--- src/rtl/core/pidci_pkg.sv ---
// ----------------------------------------------------------------------------
// pidci_pkg: shared definitions for the clamped-integral pid core
// widths, command and register codes, saturation helpers
// ----------------------------------------------------------------------------
package pidci_pkg;

  // field widths
  localparam int SAMPLE_WIDTH   = 16;
  localparam int GAIN_FRAC_BITS = 16;
  localparam int GAIN_W         = 32;
  localparam int DATA_W         = 32;
  localparam int ELAPSED_W      = 16;
  localparam int LIMIT_W        = 16;
  localparam int CMD_W          = 2;
  localparam int CFG_INDEX_W    = 3;
  localparam int CFG_DATA_W     = 32;

  // derived datapath widths
  localparam int ERR_W  = SAMPLE_WIDTH + 1;
  localparam int DERR_W = SAMPLE_WIDTH + 2;
  localparam int MAG_W  = (ERR_W > LIMIT_W) ? ERR_W : LIMIT_W;
  localparam int INC_W  = (ERR_W > LIMIT_W + 1) ? ERR_W : LIMIT_W + 1;
  localparam int MUL_W  = (SAMPLE_WIDTH + 1 > GAIN_W) ? SAMPLE_WIDTH + 1 : GAIN_W;
  localparam int PROD_W = 2 * MUL_W;
  localparam int ACC_W  = 64;

  // product magnitudes saturate at 2^60
  localparam int SAT_W  = 61;
  localparam logic [SAT_W-1:0] PROD_LIMIT = {1'b1, {(SAT_W-1){1'b0}}};

  // split of the integral term for the multiply by elapsed time
  localparam int T_LO_W = 32;
  localparam int T_HI_W = SAT_W - T_LO_W;
  localparam int LO_W   = T_LO_W + ELAPSED_W;

  // derivative dividend and divider step counter
  localparam int DQ_W      = (SAMPLE_WIDTH + GAIN_W < SAT_W) ? SAMPLE_WIDTH + GAIN_W : SAT_W;
  localparam int DIV_CNT_W = $clog2(DQ_W);

  localparam logic signed [ACC_W-1:0] S32_MAX = 64'sd2147483647;
  localparam logic signed [ACC_W-1:0] S32_MIN = -64'sd2147483648;

  typedef enum logic [CMD_W-1:0] {
    CMD_EVAL  = 2'd0,
    CMD_CLEAR = 2'd1,
    CMD_LOAD  = 2'd2
  } cmd_t;

  typedef enum logic [CFG_INDEX_W-1:0] {
    REG_TARGET     = 3'd0,
    REG_GAIN_P     = 3'd1,
    REG_GAIN_I     = 3'd2,
    REG_GAIN_D     = 3'd3,
    REG_MIN_SAMPLE = 3'd4,
    REG_STEP_LIMIT = 3'd5,
    REG_TIME_ADJ   = 3'd6
  } cfg_reg_t;

  // magnitude of a signed gain-width word, 2^31 fits unsigned
  function automatic logic [GAIN_W-1:0] mag_gain(input logic [GAIN_W-1:0] a);
    logic [GAIN_W-1:0] r;
    r = a[GAIN_W-1] ? (~a + 1'b1) : a;
    return r;
  endfunction

  // clamp a product magnitude at 2^60
  function automatic logic [SAT_W-1:0] sat_prod(input logic [PROD_W-1:0] p);
    logic [SAT_W-1:0] r;
    if (p > PROD_W'(PROD_LIMIT)) begin
      r = PROD_LIMIT;
    end else begin
      r = p[SAT_W-1:0];
    end
    return r;
  endfunction

  // signed saturation to 32 bits
  function automatic logic signed [DATA_W-1:0] sat32(input logic signed [ACC_W-1:0] v);
    logic signed [DATA_W-1:0] r;
    if (v > S32_MAX) begin
      r = 32'sh7FFFFFFF;
    end else if (v < S32_MIN) begin
      r = 32'sh80000000;
    end else begin
      r = v[DATA_W-1:0];
    end
    return r;
  endfunction

endpackage

--- src/rtl/core/pid_controller_clamped_integral_core.sv ---
// ----------------------------------------------------------------------------
// pid_controller_clamped_integral_core: sequenced fixed-point pid step
// one shared multiplier and one 64-bit accumulate adder, driven by a
// one-hot sequencer; derivative time scaling uses a radix-2 divider
// ----------------------------------------------------------------------------
//
//  channel | direction | handshake          | payload
//  --------+-----------+--------------------+-----------------------------------------
//  in      | into core | in_valid/in_stall  | command measurement elapsed_ms integral_load
//  out     | from core | out_valid/out_stall| drive integral_now updated
//  cfg     | into core | cfg_we             | cfg_index cfg_data
//
//  one request at a time: accept, compute, present the result, back to idle
//  evaluate with update: the full sequence, including the divider's DQ_W bit steps
//  when scaling is off or elapsed is one the divider is skipped
//  hold, clear, load: straight from the error state to the result
//  in_stall stays high from acceptance until the result is taken
//  rst is synchronous: configuration registers and pid state go to zero
//
module pid_controller_clamped_integral_core (
  input  logic                                       clk,
  input  logic                                       rst,
  // configuration write port
  input  logic                                       cfg_we,
  input  logic [pidci_pkg::CFG_INDEX_W-1:0]          cfg_index,
  input  logic [pidci_pkg::CFG_DATA_W-1:0]           cfg_data,
  // request channel
  input  logic                                       in_valid,
  output logic                                       in_stall,
  input  logic [pidci_pkg::CMD_W-1:0]                command,
  input  logic signed [pidci_pkg::SAMPLE_WIDTH-1:0]  measurement,
  input  logic [pidci_pkg::ELAPSED_W-1:0]            elapsed_ms,
  input  logic signed [pidci_pkg::DATA_W-1:0]        integral_load,
  // result channel
  output logic                                       out_valid,
  input  logic                                       out_stall,
  output logic signed [pidci_pkg::DATA_W-1:0]        drive,
  output logic signed [pidci_pkg::DATA_W-1:0]        integral_now,
  output logic                                       updated
);

  // sequencer states, one hot
  typedef enum logic [13:0] {
    S_IDLE   = 14'h0001,
    S_ERR    = 14'h0002,
    S_INT    = 14'h0004,
    S_MUL_P  = 14'h0008,
    S_SAT_P  = 14'h0010,
    S_ADD_P  = 14'h0020,
    S_MUL_IL = 14'h0040,
    S_MUL_IH = 14'h0080,
    S_SAT_I  = 14'h0100,
    S_ADD_I  = 14'h0200,
    S_DIV    = 14'h0400,
    S_ADD_D  = 14'h0800,
    S_FIN    = 14'h1000,
    S_OUT    = 14'h2000
  } state_t;

  state_t state;

  // configuration registers
  logic signed [pidci_pkg::SAMPLE_WIDTH-1:0] target_value;
  logic signed [pidci_pkg::GAIN_W-1:0]       gain_p;
  logic signed [pidci_pkg::GAIN_W-1:0]       gain_i;
  logic signed [pidci_pkg::GAIN_W-1:0]       gain_d;
  logic [pidci_pkg::ELAPSED_W-1:0]           min_sample_ms;
  logic [pidci_pkg::LIMIT_W-1:0]             integral_step_limit;
  logic                                      time_adjust_enable;

  // pid state
  logic signed [pidci_pkg::DATA_W-1:0] integral_sum;
  logic signed [pidci_pkg::ERR_W-1:0]  last_error;
  logic signed [pidci_pkg::DATA_W-1:0] last_drive;
  logic                                upd;

  // captured request
  logic [pidci_pkg::CMD_W-1:0]               cmd_q;
  logic signed [pidci_pkg::SAMPLE_WIDTH-1:0] meas_q;
  logic [pidci_pkg::ELAPSED_W-1:0]           elapsed_q;
  logic signed [pidci_pkg::DATA_W-1:0]       load_q;

  // working registers
  logic signed [pidci_pkg::ERR_W-1:0]  err;
  logic [pidci_pkg::ERR_W-1:0]         err_mag;
  logic signed [pidci_pkg::INC_W-1:0]  inc;
  logic signed [pidci_pkg::DERR_W-1:0] derr;
  logic [pidci_pkg::ELAPSED_W-1:0]     f_val;
  logic [pidci_pkg::PROD_W-1:0]        prod;
  logic [pidci_pkg::SAT_W-1:0]         t_mag;
  logic [pidci_pkg::LO_W-1:0]          lo_part;
  logic [pidci_pkg::DQ_W-1:0]          d_mag;
  logic [pidci_pkg::SAT_W-1:0]         term;
  logic                                term_neg;
  logic signed [pidci_pkg::ACC_W-1:0]  acc;
  logic [pidci_pkg::DQ_W-1:0]          quo;
  logic [pidci_pkg::ELAPSED_W-1:0]     rem;
  logic [pidci_pkg::DIV_CNT_W-1:0]     div_cnt;

  // combinational
  logic                                req_accept;
  logic                                do_update;
  logic signed [pidci_pkg::ERR_W-1:0]  err_calc;
  logic [pidci_pkg::ERR_W-1:0]         err_abs;
  logic                                clamp_hit;
  logic signed [pidci_pkg::INC_W-1:0]  lim_s;
  logic signed [pidci_pkg::INC_W-1:0]  inc_calc;
  logic signed [pidci_pkg::ACC_W-1:0]  isum_wide;
  logic signed [pidci_pkg::DERR_W-1:0] derr_calc;
  logic [pidci_pkg::DERR_W-1:0]        derr_abs;
  logic [pidci_pkg::MUL_W-1:0]         mul_a;
  logic [pidci_pkg::MUL_W-1:0]         mul_b;
  logic [pidci_pkg::SAT_W-1:0]         prod_sat;
  logic                                hi_over;
  logic [pidci_pkg::SAT_W:0]           i_sum;
  logic [pidci_pkg::SAT_W-1:0]         i_mag;
  logic [pidci_pkg::ACC_W-1:0]         addend;
  logic [pidci_pkg::ACC_W-1:0]         acc_sum;
  logic [pidci_pkg::ELAPSED_W:0]       div_r2;
  logic [pidci_pkg::ELAPSED_W:0]       div_diff;
  logic                                div_ge;
  logic signed [pidci_pkg::ACC_W-1:0]  acc_sh;

  // handshake
  assign in_stall     = (state != S_IDLE);
  assign out_valid    = (state == S_OUT);
  assign req_accept   = in_valid && (state == S_IDLE);
  assign drive        = last_drive;
  assign integral_now = integral_sum;
  assign updated      = upd;

  // update only when elapsed time strictly exceeds the minimum
  assign do_update = (elapsed_q > min_sample_ms);

  // error and per-step integral clamp
  always_comb begin
    err_calc  = {target_value[pidci_pkg::SAMPLE_WIDTH-1], target_value}
              - {meas_q[pidci_pkg::SAMPLE_WIDTH-1], meas_q};
    err_abs   = err_calc[pidci_pkg::ERR_W-1] ? (~err_calc + 1'b1) : err_calc;
    clamp_hit = (integral_step_limit != '0)
             && (pidci_pkg::MAG_W'(err_abs) > pidci_pkg::MAG_W'(integral_step_limit));
    lim_s     = pidci_pkg::INC_W'($signed({1'b0, integral_step_limit}));
    if (clamp_hit) begin
      inc_calc = err_calc[pidci_pkg::ERR_W-1] ? -lim_s : lim_s;
    end else begin
      inc_calc = pidci_pkg::INC_W'(err_calc);
    end
  end

  // integral accumulate and error difference
  assign isum_wide = pidci_pkg::ACC_W'(integral_sum) + pidci_pkg::ACC_W'(inc);
  assign derr_calc = pidci_pkg::DERR_W'(err) - pidci_pkg::DERR_W'(last_error);
  assign derr_abs  = derr[pidci_pkg::DERR_W-1] ? (~derr + 1'b1) : derr;

  // shared multiplier operand select
  always_comb begin
    mul_a = '0;
    mul_b = '0;
    case (state)
      S_MUL_P: begin
        mul_a = pidci_pkg::MUL_W'(pidci_pkg::mag_gain(gain_p));
        mul_b = pidci_pkg::MUL_W'(err_mag);
      end
      S_SAT_P: begin
        mul_a = pidci_pkg::MUL_W'(pidci_pkg::mag_gain(gain_i));
        mul_b = pidci_pkg::MUL_W'(pidci_pkg::mag_gain(integral_sum));
      end
      S_ADD_P: begin
        mul_a = pidci_pkg::MUL_W'(pidci_pkg::mag_gain(gain_d));
        mul_b = pidci_pkg::MUL_W'(derr_abs[pidci_pkg::DERR_W-2:0]);
      end
      S_MUL_IL: begin
        mul_a = pidci_pkg::MUL_W'(t_mag[pidci_pkg::T_LO_W-1:0]);
        mul_b = pidci_pkg::MUL_W'(f_val);
      end
      S_MUL_IH: begin
        mul_a = pidci_pkg::MUL_W'(t_mag[pidci_pkg::SAT_W-1:pidci_pkg::T_LO_W]);
        mul_b = pidci_pkg::MUL_W'(f_val);
      end
      default: begin
        mul_a = '0;
        mul_b = '0;
      end
    endcase
  end

  assign prod_sat = pidci_pkg::sat_prod(prod);

  // integral term times elapsed: high and low partial products recombined
  always_comb begin
    hi_over = |prod[pidci_pkg::PROD_W-1:pidci_pkg::T_HI_W];
    i_sum   = {1'b0, prod[pidci_pkg::T_HI_W-1:0], {pidci_pkg::T_LO_W{1'b0}}}
            + (pidci_pkg::SAT_W+1)'(lo_part);
    if (hi_over || (i_sum > (pidci_pkg::SAT_W+1)'(pidci_pkg::PROD_LIMIT))) begin
      i_mag = pidci_pkg::PROD_LIMIT;
    end else begin
      i_mag = i_sum[pidci_pkg::SAT_W-1:0];
    end
  end

  // shared accumulate adder, subtracts through the inverted addend
  assign addend  = term_neg ? ~pidci_pkg::ACC_W'(term) : pidci_pkg::ACC_W'(term);
  assign acc_sum = acc + addend + pidci_pkg::ACC_W'(term_neg);

  // restoring divider step
  assign div_r2   = {rem, quo[pidci_pkg::DQ_W-1]};
  assign div_diff = div_r2 - {1'b0, f_val};
  assign div_ge   = (div_r2 >= {1'b0, f_val});

  // floor shift out of the gain fraction
  assign acc_sh = acc >>> pidci_pkg::GAIN_FRAC_BITS;

  // control, configuration and pid state
  always_ff @(posedge clk) begin
    if (rst) begin
      state               <= S_IDLE;
      target_value        <= '0;
      gain_p              <= '0;
      gain_i              <= '0;
      gain_d              <= '0;
      min_sample_ms       <= '0;
      integral_step_limit <= '0;
      time_adjust_enable  <= 1'b0;
      integral_sum        <= '0;
      last_error          <= '0;
      last_drive          <= '0;
      upd                 <= 1'b0;
      div_cnt             <= '0;
    end else begin
      if (cfg_we) begin
        case (cfg_index)
          pidci_pkg::REG_TARGET:     target_value <= cfg_data[pidci_pkg::SAMPLE_WIDTH-1:0];
          pidci_pkg::REG_GAIN_P:     gain_p <= cfg_data[pidci_pkg::GAIN_W-1:0];
          pidci_pkg::REG_GAIN_I:     gain_i <= cfg_data[pidci_pkg::GAIN_W-1:0];
          pidci_pkg::REG_GAIN_D:     gain_d <= cfg_data[pidci_pkg::GAIN_W-1:0];
          pidci_pkg::REG_MIN_SAMPLE: min_sample_ms <= cfg_data[pidci_pkg::ELAPSED_W-1:0];
          pidci_pkg::REG_STEP_LIMIT: integral_step_limit <= cfg_data[pidci_pkg::LIMIT_W-1:0];
          pidci_pkg::REG_TIME_ADJ:   time_adjust_enable <= cfg_data[0];
          default: ;
        endcase
      end

      case (state)
        S_IDLE: begin
          if (req_accept) begin
            state <= S_ERR;
          end
        end
        S_ERR: begin
          upd <= 1'b0;
          case (cmd_q)
            pidci_pkg::CMD_CLEAR: begin
              integral_sum <= '0;
              last_error   <= '0;
              state        <= S_OUT;
            end
            pidci_pkg::CMD_LOAD: begin
              integral_sum <= load_q;
              state        <= S_OUT;
            end
            pidci_pkg::CMD_EVAL: begin
              state <= do_update ? S_INT : S_OUT;
            end
            default: begin
              // unused command code: hold the pid state, no update flagged
              state <= S_OUT;
            end
          endcase
        end
        S_INT: begin
          integral_sum <= pidci_pkg::sat32(isum_wide);
          last_error   <= err;
          state        <= S_MUL_P;
        end
        S_MUL_P:  state <= S_SAT_P;
        S_SAT_P:  state <= S_ADD_P;
        S_ADD_P:  state <= S_MUL_IL;
        S_MUL_IL: state <= S_MUL_IH;
        S_MUL_IH: state <= S_SAT_I;
        S_SAT_I:  state <= S_ADD_I;
        S_ADD_I: begin
          if (f_val == pidci_pkg::ELAPSED_W'(1)) begin
            state <= S_ADD_D;
          end else begin
            div_cnt <= pidci_pkg::DIV_CNT_W'(pidci_pkg::DQ_W - 1);
            state   <= S_DIV;
          end
        end
        S_DIV: begin
          if (div_cnt == '0) begin
            state <= S_ADD_D;
          end else begin
            div_cnt <= div_cnt - 1'b1;
          end
        end
        S_ADD_D:  state <= S_FIN;
        S_FIN: begin
          last_drive <= pidci_pkg::sat32(acc_sh);
          upd        <= 1'b1;
          state      <= S_OUT;
        end
        S_OUT: begin
          if (!out_stall) begin
            state <= S_IDLE;
          end
        end
        default: state <= S_IDLE;
      endcase
    end
  end

  // datapath registers
  always_ff @(posedge clk) begin
    prod <= pidci_pkg::PROD_W'(mul_a) * pidci_pkg::PROD_W'(mul_b);

    case (state)
      S_IDLE: begin
        if (req_accept) begin
          cmd_q     <= command;
          meas_q    <= measurement;
          elapsed_q <= elapsed_ms;
          load_q    <= integral_load;
        end
      end
      S_ERR: begin
        err     <= err_calc;
        err_mag <= err_abs;
        inc     <= inc_calc;
        f_val   <= time_adjust_enable ? elapsed_q : pidci_pkg::ELAPSED_W'(1);
      end
      S_INT: begin
        derr <= derr_calc;
        acc  <= '0;
      end
      S_SAT_P: begin
        // proportional product
        term     <= prod_sat;
        term_neg <= gain_p[pidci_pkg::GAIN_W-1] ^ err[pidci_pkg::ERR_W-1];
      end
      S_ADD_P: begin
        acc   <= acc_sum;
        t_mag <= prod_sat;
      end
      S_MUL_IL: begin
        d_mag <= prod_sat[pidci_pkg::DQ_W-1:0];
      end
      S_MUL_IH: begin
        lo_part <= prod[pidci_pkg::LO_W-1:0];
      end
      S_SAT_I: begin
        term     <= i_mag;
        term_neg <= gain_i[pidci_pkg::GAIN_W-1] ^ integral_sum[pidci_pkg::DATA_W-1];
      end
      S_ADD_I: begin
        acc      <= acc_sum;
        term_neg <= gain_d[pidci_pkg::GAIN_W-1] ^ derr[pidci_pkg::DERR_W-1];
        if (f_val == pidci_pkg::ELAPSED_W'(1)) begin
          term <= pidci_pkg::SAT_W'(d_mag);
        end else begin
          quo <= d_mag;
          rem <= '0;
        end
      end
      S_DIV: begin
        rem <= div_ge ? div_diff[pidci_pkg::ELAPSED_W-1:0] : div_r2[pidci_pkg::ELAPSED_W-1:0];
        quo <= {quo[pidci_pkg::DQ_W-2:0], div_ge};
        if (div_cnt == '0) begin
          term <= pidci_pkg::SAT_W'({quo[pidci_pkg::DQ_W-2:0], div_ge});
        end
      end
      S_ADD_D: begin
        acc <= acc_sum;
      end
      default: ;
    endcase
  end

  // no new request while a result is pending
  a_busy_with_result: assert property (@(posedge clk) disable iff (rst)
    out_valid |-> in_stall)
    else $error("request accepted while result pending");

  // a taken result frees the core on the next cycle
  a_idle_after_result: assert property (@(posedge clk) disable iff (rst)
    (out_valid && !out_stall) |=> !in_stall)
    else $error("core not idle after result taken");

  // an accepted request leaves the core busy, with no result yet, in the next cycle
  a_accept_goes_busy: assert property (@(posedge clk) disable iff (rst)
    (in_valid && !in_stall) |=> (in_stall && !out_valid))
    else $error("core not busy after accepting a request");

  // a held evaluate leaves the integral alone and reports no update
  a_hold_keeps_state: assert property (@(posedge clk) disable iff (rst)
    (state == S_ERR && cmd_q == pidci_pkg::CMD_EVAL && !do_update)
      |=> (out_valid && !updated && $stable(integral_sum)))
    else $error("held evaluate changed state");

  // only an evaluate request can flag a new drive
  a_update_only_eval: assert property (@(posedge clk) disable iff (rst)
    (out_valid && updated) |-> (cmd_q == pidci_pkg::CMD_EVAL))
    else $error("update flagged for a non-evaluate request");

endmodule
--- config.mk ---
export PLATFORM = sky130hd
export DESIGN_NAME = pid_controller_clamped_integral_core
export DESIGN_NICKNAME = d
export VERILOG_FILES = /design/src/rtl/core/pidci_pkg.sv /design/src/rtl/core/pid_controller_clamped_integral_core.sv
export SDC_FILE = /design/constraint.sdc
export NUM_CORES = 2
export LEC_CHECK = 0
export ABC_AREA = 0
export BUFFER_PORTS_ARGS = -buffer_cell sky130_fd_sc_hd__buf_2
export CORE_MARGIN = 3
export CORE_UTILIZATION = 55
export DETAILED_ROUTE_END_ITERATION = 6
export PLACE_DENSITY = 0.7
export SLEW_MARGIN = 20
export SYNTH_ARGS = -nofsm -noshare
export SYNTH_HDL_FRONTEND = slang
export SYNTH_SLANG_ARGS = --single-unit
--- constraint.sdc ---
create_clock -name clk -period 14.15 [get_ports clk]
set_clock_uncertainty 0.2 [all_clocks]
set_input_delay 2.83 -clock clk [delete_from_list [all_inputs] [get_ports clk]]
set_output_delay 2.83 -clock clk [all_outputs]
set_load 0.02 [all_outputs]
==> metrics.cfg <==
[sta]
finalSetupTns_ps=0
relSlewSlack=0.2187
fmax_mhz=84.15
period_share=0.8398
worst_pin_slew_ps=1172
hold_viol=0
fin_crit_ps=11880
timing.final.max_slew_violations=0
rsz0062_at_grt=no
setup_violations=0

[die]
core_um2=136100
ios=173
die_area_um2=142300
die_x_um=377.2
die_y_um=377.2
start_util=0.5567
fp-row-count=135

[setup_path]
critPathArrivalTime_ps=12300
crit_type=flop to flop
required_ps=14570
r2r_start=state[11]
rr_endpoint=prod[57]
critPathLaunchType=flop
crit_path_max_incr_delay_ps=870
worst_setup_path_end_kind=flop
critPathMostFrequentCell=fa_1
r2r_slack_ps=2270
worstPathMaxFanout=76
r2r_cells=33
slowest_stage=nor3b_2

[logic_synthesis]
yosys_most_used_dff=edfxtp_1
yosys_warnings=0
syn_area_per_cell_um2=9.126
synth_cells=8305
netlist-cell-type-count=90
ys_ff_latch=808
async_flop_share=0
yosysTopAreaCellShare=0.2382
synth_fp_nets=9779
synth_edf_count=497
ys_seq_area_frac=0.2790
syn_area_um2=75800
ys_top_cells_by_area=fa_1, edfxtp_1, dfxtp_1
yosysTopAreaCell=fa_1

[clocking]
postCtsSetupRepairBufs=0
clkSinkCount=808
cts-htree-levels=3
cts_buffer_depth=3
cts_tree=done
clk_latency_ps=700
root_buffer=clkbuf_16
cts_resized=0
clk_pin_slew_ps=60
numCtsBuffers=89
cts_hold_buf=0

[placed_design]
gp_congestion=0.9757
dp.final_hpwl_mm=188.3
place_inst=9992
io_buffer_count=172

[global_routing]
antenna_found_initial=20
track_usage=0.3530
first_global_vias=61979
grt_max_degree=83
grt-ovfl-total=0
grt_pass1_wl_mm=378.7

[detailed_routing]
drt-pass1-iter-count=6
antenna_left=0
vias=61301
drt-initial-drc-count=6023
viasPerCell=6.028
drc=0
wl_mm=249.6
wl_per_cell_um=24.54

[power_and_ir_drop]
power.density_nw_per_um2=64.63
ir_worst_vdd_mv=0.09539
cellLeakagePower_uw=0.03716

[layout]
synthToLayoutAreaGrowth_pct=8.021
final_cells=10169
fin_nets=9776
drive_gt1_frac=0.06950

[min_path]
worstHoldStart=min_sample_ms[2]
hold_end=min_sample_ms[2]
holdPathStages=2
hp-class=flop to flop

[status]
status=complete, no violations

[job]
cap_violations=0

logic make-up (layout without fill, tap and decap cells):
family                   after synthesis  after routing  synth area share
flip-flops                           808            808            0.2790
multiplexers                          41             41          0.005563
AO/OA/AOI/OAI                       1356           1356            0.1133
XOR/XNOR                             434            434           0.05015
AND/OR/NAND/NOR                     2705           2705            0.1570
other                                  0             14                 0
adder cells (fa/ha/maj)             1368           1368            0.3152
buffers and inverters               1593           1662           0.07980
power by group:
part           internal, uW  switching, uW  total [uW]  leakage (uW)
clock network          1430           1010        2440       0.00148
logic                   111            199         310        0.0285
registers              2520           23.2        2540       0.00717
total                  4060           1230        5290        0.0372
metrics by stage:
stage | power [uW] | hold slack, ps | setup slack, ps | instance area [um^2] | utilization
floorplan | 2779 | 206.4 | 2642 | 75800 | -
global placement | 2884 | 243.3 | 2679 | 78750 | 0.5784
detailed placement | 2891 | 249.9 | 2460 | 78750 | 0.5784
CTS | 5307 | 258.4 | 2412 | 81820 | 0.6010
global route | 5447 | 277.4 | 1778 | 81840 | 0.6011
finish | 5292 | 255.6 | 2267 | 81870 | 0.6014
placed cells by master, fill, tap and decap left out, types with 14 or more instances in the layout:
cell and instances:
a22oi_1 38, o21a_1 35, o41ai_1 18, nor2_1 857, clkbuf_1 18, nand4_1 57, a31oi_1 30, o21bai_1 37
nor2b_1 48, a221o_1 40, ha_1 465, nor4_1 60, a21o_1 126, nand3_1 87, a21oi_1 460, clkbuf_16 92
o22ai_1 19, buf_2 171, o21ai_0 281, buf_4 146, a211oi_1 50, mux2i_1 32, or4_1 25, and2_1 109
dfxtp_1 311, diode_2 14, xnor2_1 200, nand2b_1 76, o31ai_1 53, o211ai_1 20, fa_1 902, or3_1 41
nor3_1 107, xor2_1 233, nand2_1 1103, edfxtp_1 497, and3_1 25, or2_2 23, inv_1 1176
worst max path at each step:
| stage | from | to | slack, ps | depth (start not counted) |
|---|---|---|---|---|
| global placement | state[11] | prod[62] | 2680 | 37 |
| CTS | state[11] | prod[57] | 2410 | 33 |
| floorplan | state[4] | prod[62] | 2640 | 38 |
| detailed placement | state[11] | prod[57] | 2460 | 33 |
| global route | state[11] | prod[62] | 1780 | 37 |
| finish | state[11] | prod[57] | 2270 | 33 |
sequential cells by signal, summed over array words and instances (netlist names), 48 cells and up:
register	flops
acc	64
d_mag	48
lo_part	48
prod	64
quo	48
t_mag	61
term	61
critical path, delay by kind of cell (launching register included):
| kind | cells | cell delay (ps) |
|---|---|---|
| flip-flops | 1 | 350 |
| buffers and inverters | 4 | 630 |
| adder cells (fa/ha/maj) | 9 | 4420 |
| XOR/XNOR | 1 | 130 |
| AO/OA/AOI/OAI | 8 | 2450 |
| AND/OR/NAND/NOR | 11 | 3600 |
final cells by class:
cell class | count | area (um^2)
flip-flops and latches | 808 | 21150
clock buffers | 116 | 2452
repair buffers | 319 | 1983
inverters | 1180 | 4429
fillers | 11820 | 54270
diodes | 14 | 35.03
clock inverters | 47 | 623.1
well taps | 1781 | 2228
multi-input cells | 5904 | 48970
Yosys cell counts (35+ instances only):
cell type / number
a211oi_1: 52
a21o_1: 126
a21oi_1: 465
a221o_1: 41
a22oi_1: 38
and2_1: 109
clkbuf_1: 358
dfxtp_1: 311
edfxtp_1: 497
fa_1: 902
ha_1: 466
inv_1: 1179
nand2_1: 1106
nand2b_1: 80
nand3_1: 88
nand4_1: 57
nor2_1: 865
nor2b_1: 48
nor3_1: 120
nor4_1: 61
o21a_1: 35
o21ai_0: 282
o21bai_1: 37
o31ai_1: 53
or3_1: 41
xnor2_1: 200
xor2_1: 234
metal layers:
metal	GRT usage	share of wire
met5	0	0.00021
met1	0.4571	0.39
met4	0.1731	0.058
met2	0.5538	0.45
met3	0.08982	0.10
No activity file was read; power rests on OpenSTA's default activity.
